===== config.mk =====
export PLATFORM = sky130hd
export DESIGN_NAME = triangle_raster_traversal_unit
export DESIGN_NICKNAME = d
export VERILOG_FILES = /design/src/design/trt_pkg.sv /design/src/design/trt_front.sv /design/src/design/trt_queue.sv /design/src/design/trt_back.sv /design/src/design/triangle_raster_traversal_unit.sv
export SDC_FILE = /design/constraint.sdc
export NUM_CORES = 2
export LEC_CHECK = 0
export ABC_AREA = 1
export BUFFER_PORTS_ARGS = -buffer_cell sky130_fd_sc_hd__buf_2
export CORE_ASPECT_RATIO = 1.1
export CORE_MARGIN = 1
export CORE_UTILIZATION = 43
export DETAILED_ROUTE_END_ITERATION = 6
export PLACE_DENSITY = 0.65
export SLEW_MARGIN = 20
export SYNTH_ARGS = -nofsm -noshare
export SYNTH_HDL_FRONTEND = slang
export SYNTH_SLANG_ARGS = --single-unit

===== constraint.sdc =====
create_clock -name aclk -period 7.83 [get_ports aclk]
set_clock_uncertainty 0.15 [all_clocks]
set_input_delay 1.566 -clock aclk [delete_from_list [all_inputs] [get_ports aclk]]
set_output_delay 1.566 -clock aclk [all_outputs]
set_load 0.005 [all_outputs]

===== src/design/trt_pkg.sv =====
// shared constants and register indexes of the triangle raster traversal unit
`default_nettype none

package trt_pkg;

    // default coordinate width in bits
    localparam int COORD_BITS_DEF = 10;
    // width of the fill colour
    localparam int COLOR_BITS = 24;
    // width of a configuration register index
    localparam int CFG_IDX_BITS = 3;
    // entries in the queue between walker and coverage pipeline
    localparam int QUEUE_DEPTH = 4;

    // configuration register indexes
    typedef enum logic [CFG_IDX_BITS-1:0] {
        REG_VERT0_X    = 3'd0,
        REG_VERT0_Y    = 3'd1,
        REG_VERT1_X    = 3'd2,
        REG_VERT1_Y    = 3'd3,
        REG_VERT2_X    = 3'd4,
        REG_VERT2_Y    = 3'd5,
        REG_FILL_COLOR = 3'd6
    } cfg_reg_t;

endpackage : trt_pkg

`default_nettype wire


===== src/design/trt_front.sv =====
// walker: keeps the bounding box and steps the pixel position per beat
`default_nettype none

module trt_front
    import trt_pkg::*;
#(
    parameter int COORD_BITS = COORD_BITS_DEF
) (
    input  wire logic                  aclk,
    input  wire logic                  aresetn,
    input  wire logic                  in_valid,
    input  wire logic                  in_restart,
    output logic                       in_ready,
    input  wire logic [COORD_BITS-1:0] v0_x,
    input  wire logic [COORD_BITS-1:0] v0_y,
    input  wire logic [COORD_BITS-1:0] v1_x,
    input  wire logic [COORD_BITS-1:0] v1_y,
    input  wire logic [COORD_BITS-1:0] v2_x,
    input  wire logic [COORD_BITS-1:0] v2_y,
    output logic                       q_push,
    output logic [2*COORD_BITS:0]      q_data,
    input  wire logic                  q_ready
);

    logic [COORD_BITS-1:0] box_min_x_reg, box_min_x_next;
    logic [COORD_BITS-1:0] box_min_y_reg, box_min_y_next;
    logic [COORD_BITS-1:0] box_max_x_reg, box_max_x_next;
    logic [COORD_BITS-1:0] box_max_y_reg, box_max_y_next;
    logic [COORD_BITS-1:0] walk_x_reg, walk_x_next;
    logic [COORD_BITS-1:0] walk_y_reg, walk_y_next;
    logic [COORD_BITS-1:0] mn_x01, mn_y01, mx_x01, mx_y01;
    logic                  last_flag;
    logic                  accept;

    assign in_ready = q_ready;
    assign accept   = in_valid && q_ready;

    always_comb begin
        mn_x01 = (v0_x < v1_x) ? v0_x : v1_x;
        mx_x01 = (v0_x > v1_x) ? v0_x : v1_x;
        mn_y01 = (v0_y < v1_y) ? v0_y : v1_y;
        mx_y01 = (v0_y > v1_y) ? v0_y : v1_y;

        box_min_x_next = box_min_x_reg;
        box_min_y_next = box_min_y_reg;
        box_max_x_next = box_max_x_reg;
        box_max_y_next = box_max_y_reg;
        walk_x_next    = walk_x_reg;
        walk_y_next    = walk_y_reg;

        if (in_restart) begin
            box_min_x_next = (mn_x01 < v2_x) ? mn_x01 : v2_x;
            box_max_x_next = (mx_x01 > v2_x) ? mx_x01 : v2_x;
            box_min_y_next = (mn_y01 < v2_y) ? mn_y01 : v2_y;
            box_max_y_next = (mx_y01 > v2_y) ? mx_y01 : v2_y;
            walk_x_next    = box_min_x_next;
            walk_y_next    = box_min_y_next;
        end else if (walk_x_reg < box_max_x_reg) begin
            walk_x_next = walk_x_reg + 1'b1;
        end else begin
            walk_x_next = box_min_x_reg;
            if (walk_y_reg < box_max_y_reg) begin
                walk_y_next = walk_y_reg + 1'b1;
            end else begin
                walk_y_next = box_min_y_reg;
            end
        end

        last_flag = (walk_x_next == box_max_x_next) && (walk_y_next == box_max_y_next);
    end

    assign q_push = accept;
    assign q_data = {last_flag, walk_y_next, walk_x_next};

    always_ff @(posedge aclk) begin
        if (!aresetn) begin
            box_min_x_reg <= '0;
            box_min_y_reg <= '0;
            box_max_x_reg <= '0;
            box_max_y_reg <= '0;
            walk_x_reg    <= '0;
            walk_y_reg    <= '0;
        end else if (accept) begin
            box_min_x_reg <= box_min_x_next;
            box_min_y_reg <= box_min_y_next;
            box_max_x_reg <= box_max_x_next;
            box_max_y_reg <= box_max_y_next;
            walk_x_reg    <= walk_x_next;
            walk_y_reg    <= walk_y_next;
        end
    end

endmodule : trt_front

`default_nettype wire


===== src/design/trt_queue.sv =====
// small flop queue between walker and coverage pipeline
`default_nettype none

module trt_queue
    import trt_pkg::*;
#(
    parameter int WIDTH = 2 * COORD_BITS_DEF + 1,
    parameter int DEPTH = QUEUE_DEPTH
) (
    input  wire logic             aclk,
    input  wire logic             aresetn,
    input  wire logic             wr_valid,
    input  wire logic [WIDTH-1:0] wr_data,
    output logic                  wr_ready,
    output logic                  rd_valid,
    output logic [WIDTH-1:0]      rd_data,
    input  wire logic             rd_pop
);

    localparam int PTR_BITS = (DEPTH > 1) ? $clog2(DEPTH) : 1;
    localparam int CNT_BITS = $clog2(DEPTH + 1);

    logic [WIDTH-1:0]    mem_reg [DEPTH];
    logic [PTR_BITS-1:0] wr_ptr_reg, wr_ptr_next;
    logic [PTR_BITS-1:0] rd_ptr_reg, rd_ptr_next;
    logic [CNT_BITS-1:0] count_reg, count_next;
    logic                do_wr, do_rd;

    assign wr_ready = (count_reg != CNT_BITS'(DEPTH));
    assign rd_valid = (count_reg != '0);
    assign rd_data  = mem_reg[rd_ptr_reg];
    assign do_wr    = wr_valid && wr_ready;
    assign do_rd    = rd_pop && rd_valid;

    always_comb begin
        wr_ptr_next = wr_ptr_reg;
        rd_ptr_next = rd_ptr_reg;
        count_next  = count_reg;
        if (do_wr) begin
            wr_ptr_next = (wr_ptr_reg == PTR_BITS'(DEPTH - 1)) ? '0 : wr_ptr_reg + 1'b1;
        end
        if (do_rd) begin
            rd_ptr_next = (rd_ptr_reg == PTR_BITS'(DEPTH - 1)) ? '0 : rd_ptr_reg + 1'b1;
        end
        if (do_wr && !do_rd) begin
            count_next = count_reg + 1'b1;
        end else if (do_rd && !do_wr) begin
            count_next = count_reg - 1'b1;
        end
    end

    always_ff @(posedge aclk) begin
        if (!aresetn) begin
            wr_ptr_reg <= '0;
            rd_ptr_reg <= '0;
            count_reg  <= '0;
        end else begin
            wr_ptr_reg <= wr_ptr_next;
            rd_ptr_reg <= rd_ptr_next;
            count_reg  <= count_next;
        end
    end

    always_ff @(posedge aclk) begin
        if (do_wr) begin
            mem_reg[wr_ptr_reg] <= wr_data;
        end
    end

endmodule : trt_queue

`default_nettype wire


===== src/design/trt_back.sv =====
// coverage pipeline: edge products, numerators, sign test, output register
`default_nettype none

module trt_back
    import trt_pkg::*;
#(
    parameter int COORD_BITS = COORD_BITS_DEF
) (
    input  wire logic                  aclk,
    input  wire logic                  aresetn,
    input  wire logic                  q_valid,
    input  wire logic [2*COORD_BITS:0] q_data,
    output logic                       q_pop,
    input  wire logic [COORD_BITS-1:0] v0_x,
    input  wire logic [COORD_BITS-1:0] v0_y,
    input  wire logic [COORD_BITS-1:0] v1_x,
    input  wire logic [COORD_BITS-1:0] v1_y,
    input  wire logic [COORD_BITS-1:0] v2_x,
    input  wire logic [COORD_BITS-1:0] v2_y,
    output logic                       out_valid,
    input  wire logic                  out_ready,
    output logic [COORD_BITS-1:0]      out_x,
    output logic [COORD_BITS-1:0]      out_y,
    output logic                       out_covered,
    output logic                       out_last
);

    localparam int DW = COORD_BITS + 1;   // vertex differences
    localparam int PW = 2 * DW;           // one product
    localparam int NW = PW + 1;           // difference of two products
    localparam int WW = NW + 2;           // d - ux - uy

    logic                  en;
    logic [COORD_BITS-1:0] px, py;
    logic                  plast;
    logic signed [DW-1:0]  abx, aby, acx, acy, pax, pay;

    // stage 1: products
    logic                  s1_valid_reg;
    logic [COORD_BITS-1:0] s1_x_reg, s1_y_reg;
    logic                  s1_last_reg;
    logic signed [PW-1:0]  m_acx_pay_reg, m_pax_acy_reg, m_pax_aby_reg;
    logic signed [PW-1:0]  m_abx_pay_reg, m_abx_acy_reg, m_acx_aby_reg;

    // stage 2: numerators
    logic                  s2_valid_reg;
    logic [COORD_BITS-1:0] s2_x_reg, s2_y_reg;
    logic                  s2_last_reg;
    logic signed [NW-1:0]  ux_reg, uy_reg, d_reg;

    // stage 3: sign test
    logic signed [WW-1:0]  w_val;
    logic                  d_pos, cov_next;
    logic                  o_valid_reg, o_cov_reg, o_last_reg;
    logic [COORD_BITS-1:0] o_x_reg, o_y_reg;

    function automatic logic agrees(input logic signed [WW-1:0] v, input logic dp);
        agrees = (v == '0) || ((!v[WW-1]) == dp);
    endfunction

    // whole pipeline advances unless the output beat is stalled
    assign en    = !o_valid_reg || out_ready;
    assign q_pop = en && q_valid;

    assign px    = q_data[COORD_BITS-1:0];
    assign py    = q_data[2*COORD_BITS-1:COORD_BITS];
    assign plast = q_data[2*COORD_BITS];

    assign abx = $signed({1'b0, v1_x}) - $signed({1'b0, v0_x});
    assign aby = $signed({1'b0, v1_y}) - $signed({1'b0, v0_y});
    assign acx = $signed({1'b0, v2_x}) - $signed({1'b0, v0_x});
    assign acy = $signed({1'b0, v2_y}) - $signed({1'b0, v0_y});
    assign pax = $signed({1'b0, v0_x}) - $signed({1'b0, px});
    assign pay = $signed({1'b0, v0_y}) - $signed({1'b0, py});

    always_comb begin
        w_val    = WW'(d_reg) - WW'(ux_reg) - WW'(uy_reg);
        d_pos    = !d_reg[NW-1] && (d_reg != '0);
        cov_next = (d_reg != '0) && agrees(WW'(ux_reg), d_pos)
                   && agrees(WW'(uy_reg), d_pos) && agrees(w_val, d_pos);
    end

    always_ff @(posedge aclk) begin
        if (!aresetn) begin
            s1_valid_reg <= 1'b0;
            s2_valid_reg <= 1'b0;
            o_valid_reg  <= 1'b0;
        end else if (en) begin
            s1_valid_reg <= q_valid;
            s2_valid_reg <= s1_valid_reg;
            o_valid_reg  <= s2_valid_reg;
        end
    end

    always_ff @(posedge aclk) begin
        if (en) begin
            s1_x_reg      <= px;
            s1_y_reg      <= py;
            s1_last_reg   <= plast;
            m_acx_pay_reg <= acx * pay;
            m_pax_acy_reg <= pax * acy;
            m_pax_aby_reg <= pax * aby;
            m_abx_pay_reg <= abx * pay;
            m_abx_acy_reg <= abx * acy;
            m_acx_aby_reg <= acx * aby;

            s2_x_reg    <= s1_x_reg;
            s2_y_reg    <= s1_y_reg;
            s2_last_reg <= s1_last_reg;
            ux_reg      <= NW'(m_acx_pay_reg) - NW'(m_pax_acy_reg);
            uy_reg      <= NW'(m_pax_aby_reg) - NW'(m_abx_pay_reg);
            d_reg       <= NW'(m_abx_acy_reg) - NW'(m_acx_aby_reg);

            o_x_reg    <= s2_x_reg;
            o_y_reg    <= s2_y_reg;
            o_last_reg <= s2_last_reg;
            o_cov_reg  <= cov_next;
        end
    end

    assign out_valid   = o_valid_reg;
    assign out_x       = o_x_reg;
    assign out_y       = o_y_reg;
    assign out_covered = o_cov_reg;
    assign out_last    = o_last_reg;

endmodule : trt_back

`default_nettype wire


===== src/design/triangle_raster_traversal_unit.sv =====
// top level of the triangle raster traversal unit: config registers, walker, queue, coverage
//
//   channel  ports                          direction  beat
//   s_       s_valid s_ready s_restart      in         one walk step or restart
//   m_       m_valid m_ready m_pixel_*      out        one visited pixel
//   cfg_     cfg_valid cfg_ready cfg_index  in         one register write
//            cfg_data
//
// one pixel per cycle while m_ready is high; each input beat gives exactly one output beat
// m_valid rises after an accepted beat has passed the queue slot, product stage,
// numerator stage and output register
// the walker runs ahead into a four-entry queue while the output stalls
// aresetn is synchronous, active low; clears box, walk, config, queue pointers, valid bits
// cfg_ready is always high; each write goes straight into its register
`default_nettype none

module triangle_raster_traversal_unit
    import trt_pkg::*;
#(
    parameter int COORD_BITS = COORD_BITS_DEF
) (
    input  wire logic                    aclk,
    input  wire logic                    aresetn,
    // walk request channel
    input  wire logic                    s_valid,
    output logic                         s_ready,
    input  wire logic                    s_restart,
    // pixel channel
    output logic                         m_valid,
    input  wire logic                    m_ready,
    output logic [COORD_BITS-1:0]        m_pixel_x,
    output logic [COORD_BITS-1:0]        m_pixel_y,
    output logic                         m_covered,
    output logic [COLOR_BITS-1:0]        m_pixel_color,
    output logic                         m_last_pixel,
    // configuration write channel
    input  wire logic                    cfg_valid,
    output logic                         cfg_ready,
    input  wire logic [CFG_IDX_BITS-1:0] cfg_index,
    input  wire logic [COLOR_BITS-1:0]   cfg_data
);

    localparam int QW = 2 * COORD_BITS + 1;   // queue entry: last, y, x

    // vertex and colour registers
    logic [COORD_BITS-1:0] v0_x_reg, v0_y_reg, v1_x_reg, v1_y_reg, v2_x_reg, v2_y_reg;
    logic [COLOR_BITS-1:0] color_reg;
    logic [COORD_BITS-1:0] cfg_coord;

    // walker to queue
    logic          f_push, f_ready;
    logic [QW-1:0] f_data;

    // queue to coverage
    logic          q_valid, q_pop;
    logic [QW-1:0] q_data;

    assign cfg_ready = 1'b1;
    assign cfg_coord = cfg_data[COORD_BITS-1:0];

    // register file; out-of-range indexes are dropped
    always_ff @(posedge aclk) begin
        if (!aresetn) begin
            v0_x_reg  <= '0;
            v0_y_reg  <= '0;
            v1_x_reg  <= '0;
            v1_y_reg  <= '0;
            v2_x_reg  <= '0;
            v2_y_reg  <= '0;
            color_reg <= '0;
        end else if (cfg_valid && cfg_ready) begin
            case (cfg_index)
                REG_VERT0_X:    v0_x_reg  <= cfg_coord;
                REG_VERT0_Y:    v0_y_reg  <= cfg_coord;
                REG_VERT1_X:    v1_x_reg  <= cfg_coord;
                REG_VERT1_Y:    v1_y_reg  <= cfg_coord;
                REG_VERT2_X:    v2_x_reg  <= cfg_coord;
                REG_VERT2_Y:    v2_y_reg  <= cfg_coord;
                REG_FILL_COLOR: color_reg <= cfg_data;
                default: ;
            endcase
        end
    end

    // front: box latch and pixel stepping
    trt_front #(
        .COORD_BITS (COORD_BITS)
    ) u_front (
        .aclk       (aclk),
        .aresetn    (aresetn),
        .in_valid   (s_valid),
        .in_restart (s_restart),
        .in_ready   (s_ready),
        .v0_x       (v0_x_reg),
        .v0_y       (v0_y_reg),
        .v1_x       (v1_x_reg),
        .v1_y       (v1_y_reg),
        .v2_x       (v2_x_reg),
        .v2_y       (v2_y_reg),
        .q_push     (f_push),
        .q_data     (f_data),
        .q_ready    (f_ready)
    );

    // decoupling queue
    trt_queue #(
        .WIDTH (QW),
        .DEPTH (QUEUE_DEPTH)
    ) u_queue (
        .aclk     (aclk),
        .aresetn  (aresetn),
        .wr_valid (f_push),
        .wr_data  (f_data),
        .wr_ready (f_ready),
        .rd_valid (q_valid),
        .rd_data  (q_data),
        .rd_pop   (q_pop)
    );

    // back: barycentric coverage test
    trt_back #(
        .COORD_BITS (COORD_BITS)
    ) u_back (
        .aclk        (aclk),
        .aresetn     (aresetn),
        .q_valid     (q_valid),
        .q_data      (q_data),
        .q_pop       (q_pop),
        .v0_x        (v0_x_reg),
        .v0_y        (v0_y_reg),
        .v1_x        (v1_x_reg),
        .v1_y        (v1_y_reg),
        .v2_x        (v2_x_reg),
        .v2_y        (v2_y_reg),
        .out_valid   (m_valid),
        .out_ready   (m_ready),
        .out_x       (m_pixel_x),
        .out_y       (m_pixel_y),
        .out_covered (m_covered),
        .out_last    (m_last_pixel)
    );

    // the user must change colour registers only while the unit is idle; not enforced
    assign m_pixel_color = color_reg;

endmodule : triangle_raster_traversal_unit

`default_nettype wire

# Word-level counts from Yosys, hierarchy flattened
# Memory sizes are Yosys's and may differ from the RTL's. A register that Yosys moved wholly into a read port is not among the register bits.
# Cells that the tools add are included.
# word_totals
n_memories	1
register_bits	419
mem_bits_rw	84
# memory_table
name	depth	word_bits	rd	rd_ports_with_merged_regs	write_ports	line	rtl
u_queue.mem_reg	4	21	1	1	1	trt_queue.sv:23	logic [WIDTH-1:0] mem_reg [DEPTH];
# classes
n_addsub	17
n_reduce_logical	37
magnitude_cmp	10
n_eq_ne	14
muxes	23
n_mul	6
# op_table
cell	count
two-way mux 10 bit	15
multiplier 11 x 11 -> 22 bit	6
logical NOT 25 bit	3
subtractor 22 x 22 -> 23 bit	3
subtractor 10 x 10 -> 11 bit	6
less-than comparator 10 bit	6
> comparator 10 bit	4
subtractor 24 x 23 -> 25 bit	1
subtractor 23 x 23 -> 24 bit	1
nonzero test 23 bit	1
adder 10 x 1 -> 10 bit, second input constant	2
== test 10 bit	2
AND reduction 2 bit	8
logical AND 1 bit	11
== test 3 bit, second input constant	3
two-way mux 2 bit	4
logical NOT 1 bit	7
== test 3 x 2 -> 1 bit, second input constant	2
two-way mux 3 bit	2
adder 2 x 1 -> 2 bit, second input constant	2
== test 2 bit, second input constant	2
logical OR 1 bit	4
adder 3 x 1 -> 3 bit, second input constant	1
== test 1 bit	3
other kinds (7)	8

# Depth between registers and ports, before layout
# logic_depth
word_depth	7
ltp_mapped	44

# Cells and area by module
# From an unflattened synthesis, not the netlist that was laid out.
# hier_totals
cells_unflattened	7018
hier_area_um2	58954.0
# modules_own_cells
mod	seq_area_each_um2	n_inst	area_each_um2	cells_each
trt_back	8017.7	1	44899.3	5144
trt_front	1201.2	1	6995.5	1105
trt_queue	2702.6	1	3669.8	274
triangle_raster_traversal_unit	1681.6	1	3389.5	495

# Worst setup path after synthesis
# OpenSTA, ideal clock, no wires.
# synth_timing
kind	reg-to-reg
start	register with a tool-made name
end	register u_back.m_abx_pay_reg[21], data pin
stages_incl_launch_ff	41
setup_time_ns	0.260
period_less_slack_ns	7.967
slack_ns	-0.137
arrival_ns	7.557
path_buffers	3
required_ns	7.420
cell_sequence	dfxtp_1 inv_1 clkbuf_1 clkbuf_1 o21ai_0 o22ai_1 ha_1 inv_1 fa_1 a21o_1 a21oi_1 or2_1 nand2_1 a21oi_1 nor2_1 o21ai_1 nand2_1 nand2_1 (+5 left out) fa_1 fa_1 fa_1 fa_1 inv_1 fa_1 inv_1 ha_1 a21oi_1 o21ai_0 a211oi_1 o21ai_0 a21boi_0 o21ai_0 a21oi_1 nor2_1 nor2_1 xor2_1
# synth_lines
item	line	rtl
end signal, assigned	trt_back.sv:103	m_abx_pay_reg <= abx * pay;
end, declared	trt_back.sv:43	logic signed [PW-1:0] m_abx_pay_reg, m_abx_acy_reg, m_acx_aby_reg;

==> results.cfg <==
[hold_path]
hp-start = u_back.s2_x_reg[2]
worstHoldEndpoint = u_back.out_x[2]
hold_path.class = flip-flop to flip-flop
holdPathStages = 0

[clock_tree]
clock_sinks = 505
cts_max_level = 2
cts_tree = built
clk_latency_ns = 0.69
path_clk_slew_ns = 0.07
cts_hold_buf = 0
clockBufferDepth = 3
cts_made_buffers = 54
clockRootBuffer = clkbuf_16

[global_routing]
antenna_found_initial = 1
grt.total_usage = 0.245
grt_pass1_vias = 43500
grt_max_degree = 92
grt_overflow_total = 0
grt_pass1_wl_mm = 243

[logic_synthesis]
syn-num-nets = 7571
syn-instance-count = 6305
synth_ff_type = edfxtp_1
synth_area_um2 = 55200
syn-mean-instance-area_um2 = 8.76
ys_warn_count = 0
async_reset_ff_frac = 0
synth_edf_count = 349
ys_ff_latch = 505
ys_types = 54
yosysSeqAreaShare = 0.246
synth_area_leaders = fa_1 27%, edfxtp_1 19%, ha_1 11%
yosys.area.top_type = fa_1
yosys.area.top_type_share = 0.268

[sta]
grt_setup_unrepaired = yes
tightest_slew_ns = 1.09
max_clock_freq_mhz = 131
max_slew_margin = 0.276
period_minus_slack_ns = 7.63
final_hold_viol_count = 0
fin_crit_sh = 0.974
final.setup.tns_ns = 0
maxSlewViolCount = 0
finalSetupViolations = 0

[finish]
area_growth_pct = 13.5
largest_reg_flops = 84
drive_above_1_share = 0.109
fin_nets = 7935
diodes = 0

[worst_setup_path]
r2r_end = u_back.m_abx_pay_reg[21]
cp.arrival_ns = 7.88
worst-endpoint-required_ns = 8.08
critPathMaxFanout = 7
cp_top_family = adder cells
r2r_cells = 40
cpMostUsedCell = nand2_1
critPathCaptureType = flip-flop
crit_buf_inv = 7
cpPeakStageDelay_ns = 0.58
startpoint_type = flip-flop
critPathSlowestCell = fa_2
rrSetupSlack_ns = 0.20
worstSetupPathType = flip-flop to flip-flop

[detailed_routing]
firstDrtPassIters = 7
via_per_inst = 5.09
drtAntennaViolNets = 0
vias = 42700
drcViolationCount = 0
routed_wl_mm = 157
drtIter0Drc = 2608
wire_per_inst_um = 18.7

[floorplan]
core-area_um2 = 127000
ios = 82
start_util = 0.435
num_rows = 137
die_w_um = 344
die-area_um2 = 130000
die_h_um = 378

[place]
place.gp.congestion = 0.948
hpwl_mm = 129
port_buffers = 80

[status]
outcome = finished clean

[job]
maxCapViolations = 0
-- cells by family after synthesis --
| group | count (synthesis) | synth area share |
|---|---|---|
| other | 1 | 0.0000679 |
| xor gates and xnor gates | 269 | 0.0428 |
| buffers and inverters | 1595 | 0.109 |
| AOI/OAI and AO/OA | 822 | 0.0840 |
| DFF | 505 | 0.246 |
| and+or+nand+nor | 1880 | 0.137 |
| adders and majority gates | 1233 | 0.380 |
-- repair_timing --
| item | CTS | global route |
|---|---|---|
| pin swaps | 0 | 33 |
| resized for setup | 9 | 116 |
| endpoints found under the setup margin | 15 | 43 |
| cloned | 0 | 1 |
| buffers inserted | 0 | 7 |
-- layout by cell type, fill, tap and decap left out, drive strengths merged, types with 4 or more instances in the layout --
cell | netlist | final
bufinv | 0 | 10
a21o | 8 | 8
clkinvlp | 0 | 8
o31ai | 6 | 6
xor2 | 173 | 173
nor4 | 21 | 21
o21a | 9 | 9
o221ai | 21 | 21
edfxtp | 349 | 349
a21oi | 337 | 337
buf | 27 | 485
and2 | 6 | 6
fa | 740 | 740
a31oi | 21 | 21
clkbuf | 151 | 70
o21bai | 19 | 19
nand4 | 23 | 23
clkinv | 18 | 26
o21ai | 300 | 300
a32oi | 18 | 18
nor2 | 666 | 666
ha | 493 | 493
xnor2 | 96 | 96
nand2 | 955 | 955
nor3 | 23 | 23
nand3 | 145 | 145
a211oi | 8 | 8
a21boi | 13 | 13
inv | 1399 | 1406
o211ai | 46 | 46
a221oi | 4 | 4
dfxtp | 156 | 156
or2 | 23 | 23
nand3b | 17 | 17
-- stage by stage --
step | area (µm²) | hold WS (ns) | instances | setup WS (ns) | util
floorplan | 55200 | 0.250 | 6305 | 0.0229 | -
global placement | 60100 | 0.252 | 8272 | -0.131 | 0.473
detailed placement | 60100 | 0.255 | 8272 | -0.175 | 0.473
CTS | 62100 | 0.268 | 8374 | 0.00346 | 0.489
global route | 62700 | 0.267 | 8383 | -0.193 | 0.493
finish | 62700 | 0.266 | 8383 | 0.202 | 0.493
-- area by class of cell --
type,count,area [µm²]
Inverter,1417,5340
Clock inverter,33,547
Fill cell,11900,64400
Timing Repair Buffer,486,3580
Tap cell,1668,2090
Sequential cell,505,13600
Clock buffer,69,1440
Multi-Input combinational cell,4205,36100
-- cell usage after synthesis (21+ instances only) --
cell type     n
ha_1        493
o21ai_0     285
dfxtp_1     156
inv_1      1389
a31oi_1      21
nor2_1      666
clkbuf_1    151
xor2_1      172
xnor2_1      96
fa_1        740
edfxtp_1    349
nand4_1      23
nand3_1     140
o221ai_1     21
nor4_1       21
o211ai_1     46
nand2_1     940
a21oi_1     334
nor3_1       23
-- worst max path at each step --
stage           startpoint                  endpoint  slack [ns]  cells after the start
6_report         flip-flop  u_back.m_abx_pay_reg[21]        0.20                     40
5_1_grt          flip-flop  u_back.m_abx_pay_reg[21]       -0.19                     40
4_1_cts          flip-flop  u_back.m_acx_pay_reg[20]       0.003                     34
3_5_place_dp     flip-flop  u_back.m_abx_pay_reg[21]       -0.17                     35
3_3_place_gp   v1_y_reg[0]  u_back.m_acx_aby_reg[21]       -0.13                     34
2_1_floorplan    flip-flop  u_back.m_abx_pay_reg[21]        0.02                     40
-- per-layer routing --
layer	share of wire	vias up	routed length, µm	GRT usage
met3	0.054	329	8420	0.0299
met2	0.49	1251	76400	0.424
met5	0	-	0	0
met1	0.40	20800	62300	0.297
met4	0.062	0	9660	0.130
li1	-	20300	-	-
Power is not shown: default switching activity piles up to over one toggle a cycle in this logic, so the estimate is an artifact.
